### config.mk
export PLATFORM = sky130hd
export DESIGN_NAME = multi_stack_shared_pool
export DESIGN_NICKNAME = d
export VERILOG_FILES = /design/src/rtl/core/msp_pkg.sv /design/src/rtl/core/msp_pool_ram.sv /design/src/rtl/core/multi_stack_shared_pool.sv
export SDC_FILE = /design/constraint.sdc
export NUM_CORES = 2
export LEC_CHECK = 0
export BUFFER_PORTS_ARGS = -buffer_cell sky130_fd_sc_hd__buf_4
export CAP_MARGIN = 20
export CORE_UTILIZATION = 40
export CTS_CLUSTER_SIZE = 28
export DETAILED_ROUTE_END_ITERATION = 8
export PLACE_DENSITY = 0.61
export REMOVE_ABC_BUFFERS = 1
export SLEW_MARGIN = 15
export SYNTH_ARGS = -nofsm -noshare
export SYNTH_HDL_FRONTEND = slang
export SYNTH_SLANG_ARGS = --single-unit
export TNS_END_PERCENT = 30
### constraint.sdc
create_clock -name clock -period 11.7 [get_ports clock]
set_input_delay 1.755 -clock clock [delete_from_list [all_inputs] [get_ports clock]]
set_output_delay 1.755 -clock clock [all_outputs]
set_load 0.03 [all_outputs]
### src/rtl/core/msp_pkg.sv
// Shared types and codes for the multi-stack shared-pool block.
package msp_pkg;

   typedef enum logic {
      OP_PUSH = 1'b0,
      OP_POP  = 1'b1
   } op_type;

   typedef enum logic [1:0] {
      ST_OK     = 2'd0,
      ST_BAD_ID = 2'd1,
      ST_EMPTY  = 2'd2,
      ST_FULL   = 2'd3
   } status_type;

   localparam int unsigned STACK_SEL_W = 4;
   localparam int unsigned WORD_W      = 32;
   localparam int unsigned CSR_W       = 4;
   localparam logic [CSR_W-1:0] STACKS_IN_USE_RESET = 4'd8;

   typedef struct packed {
      op_type                  opcode;
      logic [STACK_SEL_W-1:0]  stack_sel;
      logic [WORD_W-1:0]       push_value;
   } req_type;

   typedef struct packed {
      logic [WORD_W-1:0]       pop_value;
      status_type              status;
   } rsp_type;

endpackage

### src/rtl/core/msp_pool_ram.sv
// Pool memory: one write port, one registered read port with write bypass.
module msp_pool_ram #(
   parameter int unsigned DEPTH = 64,
   parameter int unsigned WIDTH = 32
) (
   input  logic                                  clock,
   input  logic                                  wr_en,
   input  logic [(DEPTH > 1 ? $clog2(DEPTH) : 1)-1:0] wr_addr,
   input  logic [WIDTH-1:0]                      wr_data,
   input  logic                                  rd_en,
   input  logic [(DEPTH > 1 ? $clog2(DEPTH) : 1)-1:0] rd_addr,
   output logic [WIDTH-1:0]                      rd_data
);

   logic [WIDTH-1:0] mem [DEPTH];
   logic [WIDTH-1:0] rd_data_ff;

   always_ff @(posedge clock) begin
      if (wr_en) begin
         mem[wr_addr] <= wr_data;
      end
   end

   // A read in the same cycle as a write to the same entry sees the new data.
   always_ff @(posedge clock) begin
      if (rd_en) begin
         if (wr_en && (wr_addr == rd_addr)) begin
            rd_data_ff <= wr_data;
         end else begin
            rd_data_ff <= mem[rd_addr];
         end
      end
   end

   assign rd_data = rd_data_ff;

endmodule

### src/rtl/core/multi_stack_shared_pool.sv
// Top level: several LIFO stacks sharing one pool of linked entries.
//
// Usage: request words (opcode, stack_sel, push_value) enter on req_valid/req_stall;
// each word yields exactly one response word (pop_value, status) on
// rsp_valid/rsp_stall. A word is taken when valid is high and stall is low.
// The csr channel writes the stacks_in_use register; csr_ready is always high
// and writes are expected only while no request is in flight.
// A taken request is first registered in the execute stage; its response is then
// registered in the response register once the output is not stalled.
// Throughput: one request per cycle while responses are not stalled. At acceptance
// the stack top and free-list head (forwarded from the word still in execution)
// address the link and value memories; the execute cycle then updates tops, free
// list and fill counter and writes the memories.
// Reset (synchronous, active high) empties every stack, empties the free
// list, clears the fill counter and sets stacks_in_use to 8. Memory contents
// are not cleared; unused entries are handed out by the fill counter.
// When the receiver stalls with a response pending, the execute stage holds
// its word and req_stall rises until the response register drains.
module multi_stack_shared_pool #(
   parameter int unsigned MAX_STACKS   = 8,
   parameter int unsigned POOL_ENTRIES = 64,
   parameter int unsigned DATA_WIDTH   = 32
) (
   input  logic                            clock,
   input  logic                            reset,
   input  logic                            req_valid,
   output logic                            req_stall,
   input  msp_pkg::req_type                req_word,
   output logic                            rsp_valid,
   input  logic                            rsp_stall,
   output msp_pkg::rsp_type                rsp_word,
   input  logic                            csr_valid,
   output logic                            csr_ready,
   input  logic [msp_pkg::CSR_W-1:0]       csr_data
);

   localparam int unsigned AW = (POOL_ENTRIES > 1) ? $clog2(POOL_ENTRIES) : 1;
   localparam int unsigned IW = $clog2(POOL_ENTRIES + 1);
   localparam int unsigned SW = (MAX_STACKS > 1) ? $clog2(MAX_STACKS) : 1;
   localparam logic [IW-1:0] NULL_IDX = IW'(POOL_ENTRIES);

   // Architectural state.
   logic [IW-1:0]             stack_top_ff [MAX_STACKS];
   logic [IW-1:0]             free_head_ff, free_head_in;
   logic [IW-1:0]             fill_count_ff, fill_count_in;
   logic [msp_pkg::CSR_W-1:0] stacks_in_use_ff;

   // Execute stage.
   logic                            b_valid_ff, b_valid_in;
   msp_pkg::op_type                 b_op_ff;
   logic [msp_pkg::STACK_SEL_W-1:0] b_id_ff;
   logic                            b_bad_ff;
   logic [DATA_WIDTH-1:0]           b_value_ff;
   logic [IW-1:0]                   b_top_ff;

   // Response register.
   logic             rsp_valid_ff, rsp_valid_in;
   msp_pkg::rsp_type rsp_word_ff;

   logic accept, exec;
   logic id_ok;
   logic [SW-1:0] req_sid;
   logic [IW-1:0] top_eff;
   logic [IW-1:0] link_rd_ptr;
   logic [63:0]   push_wide;
   logic [63:0]   pop_wide;

   logic [IW-1:0]         link_rd;
   logic [DATA_WIDTH-1:0] value_rd;

   logic                  free_avail, fill_avail, full, empty;
   logic [IW-1:0]         alloc_idx;
   logic                  push_ok, pop_ok;
   logic                  top_we;
   logic [IW-1:0]         top_new;
   logic                  link_we, value_we;
   logic [AW-1:0]         link_waddr;
   logic [IW-1:0]         link_wdata;
   msp_pkg::status_type   status;
   msp_pkg::rsp_type      rsp_new;

   // Handshakes.
   assign exec      = b_valid_ff && !(rsp_valid_ff && rsp_stall);
   assign req_stall = b_valid_ff && !exec;
   assign accept    = req_valid && !req_stall;
   assign csr_ready = 1'b1;

   // Execute decisions on the word held in the execute stage.
   assign free_avail = (free_head_ff != NULL_IDX);
   assign fill_avail = (fill_count_ff != NULL_IDX);
   assign full       = !free_avail && !fill_avail;
   assign alloc_idx  = free_avail ? free_head_ff : fill_count_ff;
   assign empty      = (b_top_ff == NULL_IDX);
   assign push_ok    = exec && !b_bad_ff && (b_op_ff == msp_pkg::OP_PUSH) && !full;
   assign pop_ok     = exec && !b_bad_ff && (b_op_ff == msp_pkg::OP_POP) && !empty;
   assign top_we     = push_ok || pop_ok;
   assign top_new    = push_ok ? alloc_idx : link_rd;

   // A push links the new entry to the old top; a pop puts its entry on the free list.
   assign link_we    = push_ok || pop_ok;
   assign link_waddr = push_ok ? alloc_idx[AW-1:0] : b_top_ff[AW-1:0];
   assign link_wdata = push_ok ? b_top_ff : free_head_ff;
   assign value_we   = push_ok;

   always_comb begin
      free_head_in  = free_head_ff;
      fill_count_in = fill_count_ff;
      if (push_ok) begin
         if (free_avail) begin
            free_head_in = link_rd;
         end else begin
            fill_count_in = IW'(fill_count_ff + 1'b1);
         end
      end else if (pop_ok) begin
         free_head_in = b_top_ff;
      end
   end

   always_comb begin
      if (b_bad_ff) begin
         status = msp_pkg::ST_BAD_ID;
      end else if ((b_op_ff == msp_pkg::OP_PUSH) && full) begin
         status = msp_pkg::ST_FULL;
      end else if ((b_op_ff == msp_pkg::OP_POP) && empty) begin
         status = msp_pkg::ST_EMPTY;
      end else begin
         status = msp_pkg::ST_OK;
      end
   end

   assign pop_wide          = 64'(value_rd);
   assign rsp_new.pop_value = pop_ok ? pop_wide[msp_pkg::WORD_W-1:0] : '0;
   assign rsp_new.status    = status;

   // Read side for the incoming word, with the executing word's updates forwarded.
   assign req_sid = req_word.stack_sel[SW-1:0];
   assign id_ok   = (req_word.stack_sel < stacks_in_use_ff) &&
                    (5'(req_word.stack_sel) < 5'(MAX_STACKS));

   always_comb begin
      if (!id_ok) begin
         top_eff = NULL_IDX;
      end else if (top_we && (b_id_ff == req_word.stack_sel)) begin
         top_eff = top_new;
      end else begin
         top_eff = stack_top_ff[req_sid];
      end
   end

   assign link_rd_ptr = (req_word.opcode == msp_pkg::OP_POP) ? top_eff : free_head_in;
   assign push_wide   = {32'b0, req_word.push_value};

   msp_pool_ram #(
      .DEPTH (POOL_ENTRIES),
      .WIDTH (IW)
   ) u_link_ram (
      .clock   (clock),
      .wr_en   (link_we),
      .wr_addr (link_waddr),
      .wr_data (link_wdata),
      .rd_en   (accept),
      .rd_addr (link_rd_ptr[AW-1:0]),
      .rd_data (link_rd)
   );

   msp_pool_ram #(
      .DEPTH (POOL_ENTRIES),
      .WIDTH (DATA_WIDTH)
   ) u_value_ram (
      .clock   (clock),
      .wr_en   (value_we),
      .wr_addr (alloc_idx[AW-1:0]),
      .wr_data (b_value_ff),
      .rd_en   (accept),
      .rd_addr (top_eff[AW-1:0]),
      .rd_data (value_rd)
   );

   // Stage and response control.
   always_comb begin
      b_valid_in = b_valid_ff;
      if (accept) begin
         b_valid_in = 1'b1;
      end else if (exec) begin
         b_valid_in = 1'b0;
      end
   end

   always_comb begin
      rsp_valid_in = rsp_valid_ff;
      if (exec) begin
         rsp_valid_in = 1'b1;
      end else if (!rsp_stall) begin
         rsp_valid_in = 1'b0;
      end
   end

   always_ff @(posedge clock) begin
      if (reset) begin
         b_valid_ff       <= 1'b0;
         rsp_valid_ff     <= 1'b0;
         free_head_ff     <= NULL_IDX;
         fill_count_ff    <= '0;
         stacks_in_use_ff <= msp_pkg::STACKS_IN_USE_RESET;
         for (int i = 0; i < MAX_STACKS; i++) begin
            stack_top_ff[i] <= NULL_IDX;
         end
      end else begin
         b_valid_ff    <= b_valid_in;
         rsp_valid_ff  <= rsp_valid_in;
         free_head_ff  <= free_head_in;
         fill_count_ff <= fill_count_in;
         if (csr_valid && csr_ready) begin
            stacks_in_use_ff <= csr_data;
         end
         if (top_we) begin
            stack_top_ff[b_id_ff[SW-1:0]] <= top_new;
         end
      end
   end

   always_ff @(posedge clock) begin
      if (accept) begin
         b_op_ff    <= req_word.opcode;
         b_id_ff    <= req_word.stack_sel;
         b_bad_ff   <= !id_ok;
         b_value_ff <= push_wide[DATA_WIDTH-1:0];
         b_top_ff   <= top_eff;
      end
      if (exec) begin
         rsp_word_ff <= rsp_new;
      end
   end

   assign rsp_valid = rsp_valid_ff;
   assign rsp_word  = rsp_word_ff;

   // The fill counter never runs past the pool.
   a_fill_bound: assert property (@(posedge clock) disable iff (reset)
      fill_count_ff <= NULL_IDX)
      else $error("fill counter past pool size");

   // Every freed entry was handed out by the fill counter earlier.
   a_free_bound: assert property (@(posedge clock) disable iff (reset)
      (free_head_ff == NULL_IDX) || (free_head_ff < fill_count_ff))
      else $error("free list head points at an untouched entry");

   // An executed word always leaves a response in the output register.
   a_exec_rsp: assert property (@(posedge clock) disable iff (reset)
      exec |=> rsp_valid_ff)
      else $error("executed word produced no response");

   // A word that is taken reaches the execute stage in the next cycle.
   a_accept_stage: assert property (@(posedge clock) disable iff (reset)
      accept |=> b_valid_ff)
      else $error("accepted word lost before execution");

endmodule
## Word-level counts from Yosys, hierarchy flattened

Memory sizes are Yosys's and may differ from the RTL's. A register that Yosys moved wholly into a read port is not among the register bits.
Index checks and enable logic that the tools add are counted.
Widths: inputs -> output; s select.

| storage, ports and cells | value |
|---|---|
| bits in registers | 99 |
| memory bits (writable) | 2552 |
| input port bits | 46 |
| word-level logic and storage cells | 81 |
| memories | 3 |

| operators by class | value |
|---|---|
| add/subtract/negate cells | 1 |
| $lt $le $gt $ge | 2 |
| equal/unequal tests | 5 |
| multiplexer cells | 27 |
| bitwise gates (word level) | 2 |
| reductions and logical operators | 28 |

Memories:

| name | words | width | read ports | clocked after memory_dff | wr ports | RTL line | RTL |
|---|---|---|---|---|---|---|---|
| u_value_ram.mem | 64 | 32 | 1 | 1 | 1 | msp_pool_ram.sv:15 | `logic [WIDTH-1:0] mem [DEPTH];` |
| u_link_ram.mem | 64 | 7 | 1 | 1 | 1 | msp_pool_ram.sv:15 |  |
| stack_top_ff | 8 | 7 | 1 | 0 | 8 | multi_stack_shared_pool.sv:43 | `logic [IW-1:0] stack_top_ff [MAX_STACKS];` |

Operators with widths:

| operator | count |
|---|---|
| $mux 7 | 9 |
| $logic_and 1x1->1 | 14 |
| $ne 7x7->1 const B | 2 |
| $mux 1 | 13 |
| $mux 6 | 2 |
| $logic_not 1->1 | 9 |
| $add 7x1->7 const B | 1 |
| $eq 7x7->1 const B | 1 |
| $reduce_or 7->1 | 1 |
| $eq 4x4->1 | 1 |
| $lt 4x4->1 | 1 |
| $lt 4x4->1 const B | 1 |
| $mux 2 | 2 |
| $mux 3 | 1 |
| $ne 2x1->1 const B | 1 |
| $not 1->1 | 2 |
| $reduce_and 2->1 | 1 |
| $reduce_bool 2->1 | 1 |
| $reduce_or 2->1 | 1 |
| $logic_or 1x1->1 | 1 |

## Logic depth before layout (Yosys ltp)

| logic depth | value |
|---|---|
| depth after elaboration | 12 |
| depth in mapped cells | 17 |

## By module

From an unflattened synthesis, not the netlist that was laid out.

| second synthesis, totals | value |
|---|---|
| cell total of the unflattened synthesis | 5626 |
| area, all modules | 105474.9 µm² |

Modules (own cells, without submodules):

| module | times used | cells an instance | area each (µm²) |
|---|---|---|---|
| msp_pool_ram (u_value_ram) | 1 | 4163 | 80302.0 |
| msp_pool_ram (u_link_ram) | 1 | 928 | 18231.2 |
| multi_stack_shared_pool | 1 | 535 | 6941.7 |

## Worst setup path before layout

Ideal clock, no wire load.

| timing | value |
|---|---|
| path type | input port to flip-flop |
| start | input rsp_stall |
| end | register b_bad_ff (enable) |
| data arrival time | 5.794 ns |
| slack | 5.370 ns |
| stages on the path | 2 |
| path buffers | 0 |
| path through | and3_1 nor2b_1 |

| between the ends | value |
|---|---|
| word-level cells in the longest chain between the ends | 7 |

Ends and longest elaborated chain:

| element | RTL line | RTL |
|---|---|---|
| from (decl) | multi_stack_shared_pool.sv:30 | `input logic rsp_stall,` |
| $logic_and 1x1->1 | multi_stack_shared_pool.sv:83 | `assign exec = b_valid_ff && !(rsp_valid_ff && rsp_stall);` |
| $logic_not 1->1 | multi_stack_shared_pool.sv:83 |  |
| $logic_and 1x1->1 | multi_stack_shared_pool.sv:83 |  |
| $logic_not 1->1 | multi_stack_shared_pool.sv:84 | `assign req_stall = b_valid_ff && !exec;` |
| $logic_and 1x1->1 | multi_stack_shared_pool.sv:84 |  |
| $logic_not 1->1 | multi_stack_shared_pool.sv:85 | `assign accept = req_valid && !req_stall;` |
| $logic_and 1x1->1 | multi_stack_shared_pool.sv:85 |  |
| net accept | multi_stack_shared_pool.sv:60 | `logic accept, exec;` |
| to (signal assigned) | multi_stack_shared_pool.sv:226 | `b_bad_ff <= !id_ok;` |
| to (decl) | multi_stack_shared_pool.sv:52 | `logic b_bad_ff;` |

The timed path passes the listed nets, and every way through them passes these cells.
A chain may end at the register's enable or synchronous reset.

## Worst setup path in the final report

| timing | value |
|---|---|
| start | input rsp_stall |
| end | register u_value_ram.rd_data_ff[3], in the netlist u_value_ram.rd_data[3], read port of u_value_ram.mem, data pin |

| between the ends | value |
|---|---|
| word-level cells in the longest chain between the ends | 10 |
| elaborated cells between the ends (all ways) | 17 |
| classes of those cells | 3 x mux; 14 x reduce/logical |

Ends and longest elaborated chain:

| element | RTL line | RTL |
|---|---|---|
| $logic_and 1x1->1 (*) | multi_stack_shared_pool.sv:83 |  |
| $logic_not 1->1 (*) | multi_stack_shared_pool.sv:83 |  |
| $logic_and 1x1->1 (*) | multi_stack_shared_pool.sv:83 |  |
| net exec | multi_stack_shared_pool.sv:60 |  |
| $logic_and 1x1->1 | multi_stack_shared_pool.sv:94, multi_stack_shared_pool.sv:95 |  |
| $logic_and 1x1->1 (on tied branches) (2 in a row) | multi_stack_shared_pool.sv:94, multi_stack_shared_pool.sv:95 |  |
| $logic_or 1x1->1 | multi_stack_shared_pool.sv:96 | `assign top_we = push_ok \|\| pop_ok;` |
| $logic_and 1x1->1 | multi_stack_shared_pool.sv:143 | `end else if (top_we && (b_id_ff == req_word.stack_sel)) begin` |
| $mux 7 | multi_stack_shared_pool.sv:143 |  |
| $mux 7 | multi_stack_shared_pool.sv:141 | `if (!id_ok) begin` |
| to (decl) | msp_pool_ram.sv:16 | `logic [WIDTH-1:0] rd_data_ff;` |

The timed path passes the listed nets; every way through them passes the cells marked *.

==> impl_metrics.py <==
metrics = {
    "clock_network": {
        "insertion_delay_ps": 990,
        "cts-root-buf": "clkbuf_16",
        "cts_tree": "built",
        "cts_max_path_buffers": 4,
        "cts_hold_buf": 0,
        "post-cts-setup-buffers": 0,
        "clock-sinks": 2690,
        "cts_htree_levels": 5,
        "cts-resized-gates": 0,
        "cts_buffers": 298,
        "clkTransAtPathRegs_ps": 60,
    },
    "floorplanning": {
        "initial_core_util": 0.402,
        "die_x_microns": 516,
        "io_pins": 83,
        "dieArea_sq_mm": 0.266,
        "die_h_microns": 516,
        "rows": 188,
        "core_area_sq_mm": 0.262,
    },
    "timing": {
        "rsz0062_at_grt": "false",
        "setup_violations": 0,
        "min_period_ps": 7420,
        "clock_skew_ps": 118,
        "hold_violations": 0,
        "fin_crit_sh": 0.634,
        "max_freq_mhz": 135,
        "hold_ws_ps": 499,
        "finalMaxSlewViolations": 0,
        "tightest_slew_ps": 1210,
        "fin_setup_tns_ps": 0,
        "slew_headroom": 0.184,
    },
    "power": {
        "p_leak_nw": 41.8,
        "peakVddDrop_mv": 0.177,
        "p_per_area_mw_per_mm2": 175,
    },
    "synth": {
        "muxShareOfSynthArea": 0.0753,
        "synthTopCellsByCount": "edfxtp_1 (2670), nand2_1 (1062), mux2i_1 (720)",
        "synth_top_cell_area_share": 0.760,
        "yosys.area_share.simple": 0.0752,
        "syn_area_sq_mm": 0.106,
        "ys_async_sr_fraction": 0,
        "synth_top_family_by_area": "multiplexers",
        "synth_most_common_cell": "edfxtp_1",
        "avgSynthCellArea_sq_um": 15.5,
        "synthDistinctLibCells": 93,
        "ys_seq_elements": 2690,
        "synth_edf_count": 2670,
        "yosys.area.top_type": "edfxtp_1",
        "ys.flop_type": "edfxtp_1",
        "synth_area_leaders": "edfxtp_1 (76%), mux2i_1 (6.8%), nand2_1 (3.8%), o22ai_1 (1.7%), a21oi_1 (1.7%)",
        "synthAdderAreaFrac": 0.000593,
        "yosysSeqAreaShare": 0.764,
        "synth_compound_area_frac": 0.0643,
        "syn-instance-count": 6802,
        "yosysWarnings": 0,
        "synth-xor-area-share": 0.00174,
    },
    "global_route": {
        "grt_max_degree": 145,
        "grt_pass1_vias": 59800,
        "grt_first_pass_wirelength_microns": 420000,
        "grt.overflow.total": 0,
        "antenna_found_initial": 21,
        "grt_usage": 0.216,
    },
    "critical_path": {
        "slowest_delay_ps": 960,
        "crit_buf_inv": 4,
        "required_ps": 12390,
        "cpLargestDelayFamily": "compound AO/OA/AOI/OAI gates",
        "crit_arrival_ps": 8110,
        "end_kind": "flop",
        "startpoint": "rsp_stall",
        "crit_type": "input pin to flop",
        "cp_max_fo": 130,
        "rr_startpoint": "b_valid_ff$_SDFFE_PP0P_",
        "cpMaxStageDelayCell": "o311ai_1",
        "startpoint_type": "input pin",
        "cp_common_cell": "buf_4",
        "crit_path_cell_trace": "buf_4 -> a21bo_2 -> inv_4 -> nand3_1 -> nor4_2 -> a21oi_1 -> nand3_4 -> buf_4 -> buf_12 -> mux2i_1 -> o22ai_1 -> o311ai_1 -> o21ai_0 -> a32o_1",
    },
    "place": {
        "hpwl_microns": 154000,
        "portBuffers": 81,
        "place_inst": 10200,
        "routabilityCongestion": 0.862,
    },
    "final_layout": {
        "final_cells": 10700,
        "drive_gt1_frac": 0.114,
        "area_delta_synth_final_pct": 13.5,
        "nets": 7005,
        "fin_util": 0.457,
    },
    "routing": {
        "detail_route.first_pass.iterations": 6,
        "vias": 61600,
        "drtAntennaViolNets": 0,
        "vias_per_cell": 5.77,
        "wl_microns": 293000,
        "routedWlPerCell_microns": 27.4,
        "drtIter0Drc": 7434,
        "drc": 0,
    },
    "worst_hold_path": {
        "hold_class": "flop to flop",
        "min_from": "stacks_in_use_ff[2]$_SDFFE_PP0P_",
    },
    "run_status": {
        "outcome": "complete, no violations",
    },
    "job": {
        "cap_violations": 0,
    },
}
metrics by stage:
stage,setup WS [ps],cell area (sq um),power [mW]
floorplan,-35780,104000,12.5
global placement,2750,111000,12.4
detailed placement,3470,111000,12.5
CTS,4470,120000,21.0
global route,4220,120000,21.5
finish,4280,120000,20.9
final timing paths:
| kind | end | slack (ps) | cells past startpoint |
|---|---|---|---|
| worst max-delay path | u_value_ram.rd_data[3]$_DFFE_PP_ | 4280 | 14 |
| worst min-delay path | stacks_in_use_ff[2]$_SDFFE_PP0P_ | 500 | 2 |
| worst max register to register | u_value_ram.rd_data[3]$_DFFE_PP_ | 4860 | 13 |
| worst min register to register | stacks_in_use_ff[2]$_SDFFE_PP0P_ | 500 | 2 |
where the power goes:
part,internal (mW),total [mW],switching [mW]
sequential,10.7,10.7,0.0407
combinational,0.452,1.58,1.13
clock,4.98,8.63,3.65
metal layers:
layer  wire (microns)  vias up  GRT usage
met5               25        -          0
met4             6450        4     0.0545
met3            25000      445     0.0382
met2           137000     2899      0.345
met1           124000    31600      0.304
li1                 -    26700          -
layout make-up:
| class | count | area (sq um) |
|---|---|---|
| Sequential cell | 2690 | 80600 |
| Tap cell | 3515 | 4400 |
| Fill cell | 22400 | 143000 |
| Multi-Input combinational cell | 3676 | 23700 |
| Inverter | 20 | 85.1 |
| Clock inverter | 145 | 986 |
| Clock buffer | 363 | 7840 |
| Antenna cell | 2 | 5.00 |
| Timing Repair Buffer | 268 | 2210 |
placed cells by master, fill, tap and decap left out, types with 66 or more instances in the layout:
cell       count
a21oi_1      357
buf_4        247
clkbuf_16    303
clkinv_1      74
edfxtp_1    2670
mux2i_1      720
nand2_1     1058
nand3_1      149
nor2_1       212
nor2_4        66
nor4_1       130
o21ai_0       71
o22ai_1      292
worst register-to-register path, cell delays in order, from the launching register on:
cell	delay, ps
dfxtp_1	350
a21bo_2	280
inv_4	510
nand3_1	490
nor4_2	530
a21oi_1	190
nand3_4	610
buf_4	580
buf_12	690
mux2i_1	300
o22ai_1	110
o311ai_1	960
o21ai_0	580
a32o_1	420
sequential cells by signal (all words and copies together), names as in the netlist:
name                 count
b_valid_ff               1
u_link_ram.mem         448
rsp_valid                1
b_top_ff                 7
b_bad_ff                 1
stacks_in_use_ff         4
stack_top_ff            56
u_value_ram.rd_data     32
b_value_ff              32
rsp_word                34
free_head_ff             7
b_op_ff                  1
u_value_ram.mem       2048
fill_count_ff            7
b_id_ff                  4
u_link_ram.rd_data       7
cells by family (layout without fill, tap and decap cells):
family | after synthesis | after routing
flip-flops | 2690 | 2690
AND/OR/NAND/NOR | 1825 | 1825
AO/OA/AOI/OAI | 1065 | 1065
multiplexers | 759 | 759
buffers and inverters | 436 | 796
XOR/XNOR | 21 | 21
adder cells (fa/ha/maj) | 5 | 5
other | 1 | 3
(Power assumes the default switching activity.)
